<file path="config.mk">
export PLATFORM = sky130hd
export DESIGN_NAME = keyed_doubly_linked_list
export DESIGN_NICKNAME = d
export VERILOG_FILES = /design/src/rtl/kdll_pkg.sv /design/src/rtl/keyed_doubly_linked_list.sv /design/src/rtl/kdll_cell.sv
export SDC_FILE = /design/constraint.sdc
export NUM_CORES = 2
export LEC_CHECK = 0
export BUFFER_PORTS_ARGS = -buffer_cell sky130_fd_sc_hd__buf_4
export CAP_MARGIN = 15
export CORE_UTILIZATION = 40
export CTS_CLUSTER_DIAMETER = 50
export CTS_CLUSTER_SIZE = 14
export DETAILED_ROUTE_END_ITERATION = 6
export GPL_TIMING_DRIVEN = 1
export SLEW_MARGIN = 20
export SYNTH_ARGS = -nofsm -noshare
export SYNTH_HDL_FRONTEND = slang
export SYNTH_SLANG_ARGS = --single-unit
</file>
<file path="constraint.sdc">
create_clock -name i_clk -period 24 [get_ports i_clk]
set_input_delay 3.6 -clock i_clk [delete_from_list [all_inputs] [get_ports i_clk]]
set_output_delay 3.6 -clock i_clk [all_outputs]
set_load 0.005 [all_outputs]
</file>
<file path="src/rtl/kdll_pkg.sv">
// Shared types, constants and operation codes for the keyed doubly linked list.
// Used by the list cell and the top level; no dependencies of its own.
package kdll_pkg;

    // Capacity and derived widths
    localparam int NODES   = 16;
    localparam int IDX_W   = (NODES > 1) ? $clog2(NODES) : 1;
    localparam int CNT_W   = $clog2(NODES + 1);
    localparam int DATA_W  = 32;
    localparam int FUNC_W  = 4;
    localparam int STAT_W  = 3;
    localparam int S_TDATA_W = 3 * DATA_W;
    localparam int M_TDATA_W = ((2 * DATA_W + CNT_W + 7) / 8) * 8;

    // Operation codes
    localparam logic [FUNC_W-1:0] FN_APPEND   = 4'd0;
    localparam logic [FUNC_W-1:0] FN_PREPEND  = 4'd1;
    localparam logic [FUNC_W-1:0] FN_INS_AFT  = 4'd2;
    localparam logic [FUNC_W-1:0] FN_INS_BEF  = 4'd3;
    localparam logic [FUNC_W-1:0] FN_UPDATE   = 4'd4;
    localparam logic [FUNC_W-1:0] FN_UPD_ALL  = 4'd5;
    localparam logic [FUNC_W-1:0] FN_REMOVE   = 4'd6;
    localparam logic [FUNC_W-1:0] FN_CLEAR    = 4'd7;
    localparam logic [FUNC_W-1:0] FN_SEARCH   = 4'd8;
    localparam logic [FUNC_W-1:0] FN_WALK_FWD = 4'd9;
    localparam logic [FUNC_W-1:0] FN_WALK_REV = 4'd10;

    // Result status codes
    localparam logic [STAT_W-1:0] ST_OK        = 3'd0;
    localparam logic [STAT_W-1:0] ST_EXISTS    = 3'd1;
    localparam logic [STAT_W-1:0] ST_NO_ANCHOR = 3'd2;
    localparam logic [STAT_W-1:0] ST_NO_KEY    = 3'd3;
    localparam logic [STAT_W-1:0] ST_EMPTY     = 3'd4;
    localparam logic [STAT_W-1:0] ST_FULL      = 3'd5;

    // Command broadcast to every cell
    typedef enum logic [2:0] {
        CO_HOLD = 3'd0,
        CO_INS  = 3'd1,
        CO_REM  = 3'd2,
        CO_UPD  = 3'd3,
        CO_ALL  = 3'd4,
        CO_CLR  = 3'd5
    } t_cell_op;

    typedef struct packed {
        logic              valid;
        logic [DATA_W-1:0] key;
        logic [DATA_W-1:0] value;
    } t_entry;

    typedef struct packed {
        t_cell_op          op;
        logic [CNT_W-1:0]  pos;
        logic [DATA_W-1:0] key;
        logic [DATA_W-1:0] value;
        logic [DATA_W-1:0] anchor;
    } t_cell_cmd;

    typedef struct packed {
        logic key_hit;
        logic anc_hit;
    } t_cell_hit;

endpackage

</file>
<file path="src/rtl/keyed_doubly_linked_list.sv">
// Keyed ordered list built from a row of kdll_cell positions, head at cell 0.
// Depends on kdll_pkg and kdll_cell.
//
// Usage:
//   Input channel (s_axis): one operation per transfer; the operation code
//   travels in tuser, the entry key, value and anchor key in tdata.
//   Output channel (m_axis): status in tuser, key, value and entry count in
//   tdata, tlast high on the final result of an operation.
//   The list is kept in order across the cells: entry n of the list sits in
//   cell n. Inserts shift the tail one cell right, removes one cell left, all
//   cells compare their keys in parallel, so every operation other than a
//   walk gives a single registered result in the cycle after the transfer;
//   a new operation can follow in the next cycle unless the receiver stalls.
//   A walk of N entries reads one cell per cycle through a position counter
//   while the receiver takes results; each result passes the walk state and
//   then the output register, and the input stays blocked until all N
//   entries (up to 16) have been read.
//   Reset empties the list: every cell is marked free.
//   When the receiver stalls, the output register holds its result and the
//   input is taken only once that register can be reloaded.
module keyed_doubly_linked_list (
    input  logic                              i_clk,
    input  logic                              i_rst_n,
    input  logic                              i_s_axis_tvalid,
    output logic                              o_s_axis_tready,
    // tdata: entry_key[31:0], entry_value[63:32], anchor_key[95:64]
    input  logic [kdll_pkg::S_TDATA_W-1:0]    i_s_axis_tdata,
    // tuser: func[3:0]
    input  logic [kdll_pkg::FUNC_W-1:0]       i_s_axis_tuser,
    output logic                              o_m_axis_tvalid,
    input  logic                              i_m_axis_tready,
    // tdata: out_key[31:0], out_value[63:32], entry_count, zero fill
    output logic [kdll_pkg::M_TDATA_W-1:0]    o_m_axis_tdata,
    // tuser: status[2:0]
    output logic [kdll_pkg::STAT_W-1:0]       o_m_axis_tuser,
    output logic                              o_m_axis_tlast
);

    localparam int NODES  = kdll_pkg::NODES;
    localparam int IDX_W  = kdll_pkg::IDX_W;
    localparam int CNT_W  = kdll_pkg::CNT_W;
    localparam int DATA_W = kdll_pkg::DATA_W;
    localparam int PAD_W  = kdll_pkg::M_TDATA_W - 2 * DATA_W - CNT_W;

    typedef enum logic [1:0] {
        S_IDLE = 2'b01,
        S_WALK = 2'b10
    } t_state;

    t_state r_state, n_state;

    kdll_pkg::t_cell_cmd w_cmd;
    kdll_pkg::t_entry    w_cells [NODES];
    kdll_pkg::t_cell_hit w_hits  [NODES];
    kdll_pkg::t_entry    w_empty;
    kdll_pkg::t_entry    w_new;

    logic [CNT_W-1:0]          r_count, n_count;
    logic [IDX_W-1:0]          r_ptr, n_ptr;
    logic [CNT_W-1:0]          r_left, n_left;
    logic                      r_rev, n_rev;

    logic                      r_out_valid;
    logic [kdll_pkg::STAT_W-1:0] r_out_status, n_out_status;
    logic [DATA_W-1:0]         r_out_key, n_out_key;
    logic [DATA_W-1:0]         r_out_value, n_out_value;
    logic [CNT_W-1:0]          r_out_count;
    logic                      r_out_last;

    logic                      w_accept;
    logic                      w_out_free;
    logic                      w_start_walk;
    logic                      w_key_found, w_anc_found;
    logic [IDX_W-1:0]          w_key_pos, w_anc_pos;
    kdll_pkg::t_entry          w_key_entry;
    logic [NODES-1:0]          w_valid_vec;
    logic [kdll_pkg::FUNC_W-1:0] w_func;
    logic [DATA_W-1:0]         w_in_key, w_in_value, w_in_anchor;

    assign w_func      = i_s_axis_tuser;
    assign w_in_key    = i_s_axis_tdata[DATA_W-1:0];
    assign w_in_value  = i_s_axis_tdata[2*DATA_W-1:DATA_W];
    assign w_in_anchor = i_s_axis_tdata[3*DATA_W-1:2*DATA_W];

    assign w_out_free      = !r_out_valid || i_m_axis_tready;
    assign o_s_axis_tready = (r_state == S_IDLE) && w_out_free;
    assign w_accept        = i_s_axis_tvalid && o_s_axis_tready;

    assign w_empty = '0;
    assign w_new   = '{valid: 1'b1, key: w_in_key, value: w_in_value};

    // Row of cells, each wired to its left and right neighbor
    for (genvar g = 0; g < NODES; g++) begin : g_cell
        kdll_cell u_cell (
            .i_clk   (i_clk),
            .i_rst_n (i_rst_n),
            .i_index (IDX_W'(g)),
            .i_cmd   (w_cmd),
            .i_left  ((g == 0) ? w_new : w_cells[(g == 0) ? 0 : g - 1]),
            .i_right ((g == NODES - 1) ? w_empty
                                       : w_cells[(g == NODES - 1) ? g : g + 1]),
            .o_entry (w_cells[g]),
            .o_hit   (w_hits[g])
        );
        assign w_valid_vec[g] = w_cells[g].valid;
    end

    // Collapse the one-hot hit vectors into found flags, positions and entry
    always_comb begin
        w_key_found = 1'b0;
        w_anc_found = 1'b0;
        w_key_pos   = '0;
        w_anc_pos   = '0;
        w_key_entry = '0;
        for (int i = 0; i < NODES; i++) begin
            if (w_hits[i].key_hit) begin
                w_key_found = 1'b1;
                w_key_pos   = w_key_pos | IDX_W'(i);
                w_key_entry = w_key_entry | w_cells[i];
            end
            if (w_hits[i].anc_hit) begin
                w_anc_found = 1'b1;
                w_anc_pos   = w_anc_pos | IDX_W'(i);
            end
        end
    end

    // Decode the operation into a cell command and a result
    always_comb begin
        w_cmd.op     = kdll_pkg::CO_HOLD;
        w_cmd.pos    = '0;
        w_cmd.key    = w_in_key;
        w_cmd.value  = w_in_value;
        w_cmd.anchor = w_in_anchor;
        n_count      = r_count;
        n_out_status = kdll_pkg::ST_OK;
        n_out_key    = '0;
        n_out_value  = '0;
        w_start_walk = 1'b0;
        case (w_func)
            kdll_pkg::FN_APPEND, kdll_pkg::FN_PREPEND,
            kdll_pkg::FN_INS_AFT, kdll_pkg::FN_INS_BEF: begin
                if ((w_func == kdll_pkg::FN_INS_AFT || w_func == kdll_pkg::FN_INS_BEF)
                    && !w_anc_found) begin
                    n_out_status = kdll_pkg::ST_NO_ANCHOR;
                end else if (w_key_found) begin
                    n_out_status = kdll_pkg::ST_EXISTS;
                end else if (r_count == CNT_W'(NODES)) begin
                    n_out_status = kdll_pkg::ST_FULL;
                end else begin
                    w_cmd.op = kdll_pkg::CO_INS;
                    n_count  = r_count + 1'b1;
                    case (w_func)
                        kdll_pkg::FN_APPEND:  w_cmd.pos = r_count;
                        kdll_pkg::FN_PREPEND: w_cmd.pos = '0;
                        kdll_pkg::FN_INS_AFT: w_cmd.pos = CNT_W'(w_anc_pos) + 1'b1;
                        default:              w_cmd.pos = CNT_W'(w_anc_pos);
                    endcase
                end
            end
            kdll_pkg::FN_UPDATE: begin
                if (w_key_found) begin
                    w_cmd.op  = kdll_pkg::CO_UPD;
                    w_cmd.pos = CNT_W'(w_key_pos);
                end else begin
                    n_out_status = kdll_pkg::ST_NO_KEY;
                end
            end
            kdll_pkg::FN_UPD_ALL: begin
                if (r_count == '0) begin
                    n_out_status = kdll_pkg::ST_EMPTY;
                end else begin
                    w_cmd.op = kdll_pkg::CO_ALL;
                end
            end
            kdll_pkg::FN_REMOVE: begin
                if (w_key_found) begin
                    w_cmd.op  = kdll_pkg::CO_REM;
                    w_cmd.pos = CNT_W'(w_key_pos);
                    n_count   = r_count - 1'b1;
                end else begin
                    n_out_status = kdll_pkg::ST_NO_KEY;
                end
            end
            kdll_pkg::FN_CLEAR: begin
                if (r_count == '0) begin
                    n_out_status = kdll_pkg::ST_EMPTY;
                end else begin
                    w_cmd.op = kdll_pkg::CO_CLR;
                    n_count  = '0;
                end
            end
            kdll_pkg::FN_SEARCH: begin
                if (w_key_found) begin
                    n_out_key   = w_key_entry.key;
                    n_out_value = w_key_entry.value;
                end else begin
                    n_out_status = kdll_pkg::ST_NO_KEY;
                end
            end
            kdll_pkg::FN_WALK_FWD, kdll_pkg::FN_WALK_REV: begin
                if (r_count == '0) begin
                    n_out_status = kdll_pkg::ST_EMPTY;
                end else begin
                    w_start_walk = 1'b1;
                end
            end
            default: begin
                n_out_status = kdll_pkg::ST_OK;
            end
        endcase
        if (!w_accept) begin
            w_cmd.op     = kdll_pkg::CO_HOLD;
            n_count      = r_count;
            w_start_walk = 1'b0;
        end
    end

    // Walk sequencer: start on a walk transfer, advance one cell per free slot
    always_comb begin
        n_state = r_state;
        n_ptr   = r_ptr;
        n_left  = r_left;
        n_rev   = r_rev;
        case (r_state)
            S_IDLE: begin
                if (w_start_walk) begin
                    n_state = S_WALK;
                    n_rev   = (w_func == kdll_pkg::FN_WALK_REV);
                    n_left  = r_count;
                    n_ptr   = (w_func == kdll_pkg::FN_WALK_REV)
                              ? IDX_W'(r_count - 1'b1) : '0;
                end
            end
            S_WALK: begin
                if (w_out_free) begin
                    n_left = r_left - 1'b1;
                    n_ptr  = r_rev ? r_ptr - 1'b1 : r_ptr + 1'b1;
                    if (r_left == CNT_W'(1)) begin
                        n_state = S_IDLE;
                    end
                end
            end
            default: begin
                n_state = S_IDLE;
            end
        endcase
    end

    // Control registers
    always_ff @(posedge i_clk) begin
        if (!i_rst_n) begin
            r_state     <= S_IDLE;
            r_count     <= '0;
            r_left      <= '0;
            r_out_valid <= 1'b0;
        end else begin
            r_state <= n_state;
            r_count <= n_count;
            r_left  <= n_left;
            if ((w_accept && !w_start_walk) || (r_state == S_WALK && w_out_free)) begin
                r_out_valid <= 1'b1;
            end else if (i_m_axis_tready) begin
                r_out_valid <= 1'b0;
            end
        end
    end

    // Walk position and output payload
    always_ff @(posedge i_clk) begin
        r_ptr <= n_ptr;
        r_rev <= n_rev;
        if (w_accept && !w_start_walk) begin
            r_out_status <= n_out_status;
            r_out_key    <= n_out_key;
            r_out_value  <= n_out_value;
            r_out_count  <= n_count;
            r_out_last   <= 1'b1;
        end else if (r_state == S_WALK && w_out_free) begin
            r_out_status <= kdll_pkg::ST_OK;
            r_out_key    <= w_cells[r_ptr].key;
            r_out_value  <= w_cells[r_ptr].value;
            r_out_count  <= r_count;
            r_out_last   <= (r_left == CNT_W'(1));
        end
    end

    assign o_m_axis_tvalid = r_out_valid;
    assign o_m_axis_tuser  = r_out_status;
    assign o_m_axis_tlast  = r_out_last;
    assign o_m_axis_tdata  = {PAD_W'(0), r_out_count, r_out_value, r_out_key};

`ifndef SYNTH
    // Entry count tracks the occupied cells
    a_count_matches: assert property (@(posedge i_clk) disable iff (!i_rst_n)
        r_count == CNT_W'($countones(w_valid_vec)))
        else $error("entry count differs from occupied cells");

    // Occupied cells form one run starting at the head cell
    a_packed_cells: assert property (@(posedge i_clk) disable iff (!i_rst_n)
        ((w_valid_vec & (w_valid_vec + 1'b1)) == '0))
        else $error("occupied cells are not packed from the head");

    // A walk in progress always has entries left to emit
    a_walk_left: assert property (@(posedge i_clk) disable iff (!i_rst_n)
        (r_state == S_WALK) |-> (r_left != '0 && r_left <= r_count))
        else $error("walk counter out of range");

    // A non-walk operation gives a single final result in the next cycle
    a_single_result: assert property (@(posedge i_clk) disable iff (!i_rst_n)
        (w_accept && !w_start_walk) |=> (o_m_axis_tvalid && o_m_axis_tlast))
        else $error("missing single result");
`endif

endmodule

</file>
<file path="src/rtl/kdll_cell.sv">
// One list position: holds an entry and shifts it to or from its neighbors.
// Depends on kdll_pkg for the entry, command and hit types.
module kdll_cell (
    input  logic                        i_clk,
    input  logic                        i_rst_n,
    input  logic [kdll_pkg::IDX_W-1:0]  i_index,
    input  kdll_pkg::t_cell_cmd         i_cmd,
    input  kdll_pkg::t_entry            i_left,
    input  kdll_pkg::t_entry            i_right,
    output kdll_pkg::t_entry            o_entry,
    output kdll_pkg::t_cell_hit         o_hit
);

    kdll_pkg::t_entry r_entry;
    kdll_pkg::t_entry n_entry;
    logic [kdll_pkg::CNT_W-1:0] w_idx;

    assign w_idx = kdll_pkg::CNT_W'(i_index);

    // Compare the stored key against both probe keys
    assign o_hit.key_hit = r_entry.valid && (r_entry.key == i_cmd.key);
    assign o_hit.anc_hit = r_entry.valid && (r_entry.key == i_cmd.anchor);
    assign o_entry       = r_entry;

    // Take the new entry, shift from a neighbor, update the value, clear, or hold
    always_comb begin
        n_entry = r_entry;
        case (i_cmd.op)
            kdll_pkg::CO_INS: begin
                if (w_idx == i_cmd.pos) begin
                    n_entry.valid = 1'b1;
                    n_entry.key   = i_cmd.key;
                    n_entry.value = i_cmd.value;
                end else if (w_idx > i_cmd.pos) begin
                    n_entry = i_left;
                end
            end
            kdll_pkg::CO_REM: begin
                if (w_idx >= i_cmd.pos) begin
                    n_entry = i_right;
                end
            end
            kdll_pkg::CO_UPD: begin
                if (w_idx == i_cmd.pos) begin
                    n_entry.value = i_cmd.value;
                end
            end
            kdll_pkg::CO_ALL: begin
                if (r_entry.valid) begin
                    n_entry.value = i_cmd.value;
                end
            end
            kdll_pkg::CO_CLR: begin
                n_entry.valid = 1'b0;
            end
            default: begin
                n_entry = r_entry;
            end
        endcase
    end

    // Clear the valid flag at reset; key and value need none
    always_ff @(posedge i_clk) begin
        if (!i_rst_n) begin
            r_entry.valid <= 1'b0;
        end else begin
            r_entry <= n_entry;
        end
    end

endmodule

</file>
==> impl_metrics.tcl <==
set metrics [dict create \
    crit_type "primary input to flip-flop" \
    die_x_um 459 \
    cts_hold_buf 0 \
    synthSimpleGateAreaFrac_pct 12.5 \
    ios 182 \
    grt_overflow 0 \
    ir_drop_mv 0.0798 \
    startpoint_type "primary input" \
    final_hold_viol_count 0 \
    synth_compound_area_share_pct 16.4 \
    fin_crit_sh_pct 45.8 \
    initial_core_util_pct 40.3 \
    yosysMostFrequentCell "edfxtp_1" \
    cts-resized-gates 0 \
    crit_fanout 35 \
    clkPwrFrac_pct 49.2 \
    p_per_area_nw_per_um2 56.3 \
    synth_top_area_share_pct 39.5 \
    r2r_cells 20 \
    netlist_top_cells_count "edfxtp_1, nand2_1, xor2_1" \
    synth_area_leaders "edfxtp_1, mux4_2, xor2_1, mux2i_1, nand2_1" \
    critPathCaptureType "flip-flop" \
    crit_required_ps 24450 \
    switching_share_pct 28.3 \
    power_frac_comb_pct 9.0 \
    synth-async-reset-ratio_pct 0 \
    rows 167 \
    design_area_um2 94100 \
    leakage_nw 33.0 \
    cp_slowest_stage_delay_ps 1070 \
    holdPathStages 2 \
    synth_area_leader_cell "edfxtp_1" \
    rsz0062_at_grt "false" \
    postCtsSetupBuffers 0 \
    final_nets 8153 \
    crit_slowest_cell "nor4_1" \
    antenna_left 0 \
    clk_pin_slew_worst_paths_ps 60 \
    finalSetupViolations 0 \
    multiInputGateArea_um2 46000 \
    synth_xor_area_share_pct 10.7 \
    drive_gt1_share_pct 15.6 \
    max-cap-violations 0 \
    post_synth_num_cell_types 90 \
    synth_edf_count 1101 \
    gp_congestion 1.12 \
    tns_ps 0 \
    dp_hpwl_um 361000 \
    vias_per_cell 7.51 \
    cts-htree-levels 4 \
    synthAdderAreaFrac_pct 0.129 \
    regArea_um2 33700 \
    core_um2 207000 \
    postPlaceCellArea_um2 88200 \
    synthFlopType "edfxtp_1" \
    dp_cells 10700 \
    synth_top_family_by_area "compound AO/OA/AOI/OAI gates" \
    grt_pass1_wl_um 709000 \
    yosysSeqAreaShare_pct 40.3 \
    cts.sinks 1131 \
    track_usage_pct 50.1 \
    cts_buffer_depth 3 \
    syn_inst 8145 \
    syn-cell-area_um2 83600 \
    port_buffers 178 \
    grt_max_degree 242 \
    fin_worst_skew_ps 102 \
    status "finished, violations left" \
    hold_class "flip-flop to flip-flop" \
    p_sw_w 0.00150 \
    vias 82500 \
    die_area_um2 211000 \
    final_cells 11000 \
    final.fill_count 19500 \
    wl_um 544000 \
    wire_per_inst_um 49.5 \
    clock_latency_ps 910 \
    path_common_cell "buf_4" \
    grt_pass1_vias 75200 \
    drc 1 \
    slew_headroom_pct -4.09 \
    fmax_mhz 91.0 \
    worst_slew_pin_slew_ps 1560 \
    crit_arrival_ps 11440 \
    area_delta_synth_final_pct 12.6 \
    avgSynthCellArea_um2 10.3 \
    synthMuxAreaShare_pct 14.5 \
    drt_iter0_drc 17500 \
    antenna_found_initial 56 \
    ys.warnings.count 0 \
    first_pass_iters 7 \
    maxSlewViolCount 117 \
    cts-root-buf "clkbuf_16" \
    cts_tree "built" \
    violations "design-rule violations, max-slew violations" \
    period_minus_slack_ps 10980 \
    chipHeight_um 459 \
    synth_seq_cells 1131 \
    numCtsBuffers 165 \
    cp_cell_sequence "buf_4 -> xor2_1 -> nor4_1 -> nand3_1 -> or4_1 -> nand2_1 -> nor3_1 -> inv_1 -> ha_1 -> a21oi_1 -> o2bb2ai_1 -> nand2_1 -> or3_1 -> a22oi_1 -> nand4_1 -> a21o_1 -> nor3_2 -> buf_4 -> nor2_1 -> nor2_4 -> buf_4" \
    p_int_w 0.00380 \
    seqPwrFrac_pct 41.8 \
]
## power groups by stage
stage	clock [W]	sequential, W	combinational, W
finish	0.00261	0.00221	0.000477
global route	0.00268	0.00221	0.000470
CTS	0.00261	0.00221	0.000443
detailed placement	0	0.00225	0.000441
global placement	0	0.00225	0.000443
floorplan	0	0.00224	0.000231
## area by class of cell
| type | count | area share, % |
|---|---|---|
| clock inverters | 127 | 1.68 |
| multi-input cells | 5951 | 48.9 |
| diodes | 21 | 0.0558 |
| repair buffers | 537 | 4.42 |
| inverters | 255 | 1.02 |
| well taps | 2788 | 3.71 |
| flip-flops and latches | 1131 | 35.8 |
| clock buffers | 178 | 4.47 |
## through the flow
step                power [W]  hold WS [ps]  util, %  setup slack [ps]
finish                0.00530           486     45.4             13020
detailed placement    0.00269           485     42.5             12520
global route          0.00536           525     45.3             13070
global placement      0.00269           481     42.5             12640
CTS                   0.00526           494     45.3             13420
floorplan             0.00247           480        -             13990
## layer usage
metal  vias to the layer above  share of wire, %  GRT usage [%]
met2                      8884                37           64.4
met4                        38               6.6           26.1
met5                         -             0.090           1.31
li1                      30700                 -              -
met1                     41000                38           67.1
met3                      1868                18           25.9
## critical path, delay by kind of cell
kind / cells / cell delay (ps)
adders and majority gates: 1 / 200
and+or+nand+nor: 11 / 4310
AOI/OAI and AO/OA: 4 / 890
xor gates and xnor gates: 1 / 510
buffers and inverters: 4 / 1820
## cell families (layout without fill, tap and decap cells)
kind of cell,after synthesis,count (layout)
other cells,1,24
fa+ha+maj,8,8
buf+inv,1065,1097
compound gates,2015,2015
xor+xnor,1020,1020
mux,808,808
simple gates,2097,2097
flops,1131,1131
## registers in the layout (all words and copies together), names as in the netlist, 3 cells and up
signal                 flops
r_out_value               32
r_count                    5
r_out_count                5
r_out_key                 32
r_ptr                      4
g_cell.u_cell.o_entry   1040
r_left                     5
o_m_axis_tuser             3
## worst paths after layout
| path | slack, ps | to | from |
|---|---|---|---|
| max | 13020 | g_cell[4].u_cell.o_entry[43]$_DFFE_PP_ | i_s_axis_tdata[74] |
| min | 490 | o_m_axis_tlast$_SDFFE_PP1P_ | o_m_axis_tlast$_SDFFE_PP1P_ |
| max reg2reg | 15500 | g_cell[4].u_cell.o_entry[43]$_DFFE_PP_ | g_cell[11].u_cell.o_entry[42]$_DFFE_PP_ |
| min reg2reg | 490 | o_m_axis_tlast$_SDFFE_PP1P_ | o_m_axis_tlast$_SDFFE_PP1P_ |
## layout by cell type, fill, tap and decap left out, drive strengths merged, types with 164 or more instances in the layout
cell type and n:
nor4 293, o21ai 797, mux4 320, clkbuf 178, a21o 237, edfxtp 1101, nor2 183, xor2 808
a22oi 398, buf 537, mux2i 486, nand3 227, inv 285, nand2 898, a22o 164, xnor2 212
Note: power is estimated with default switching activity, not from simulation.
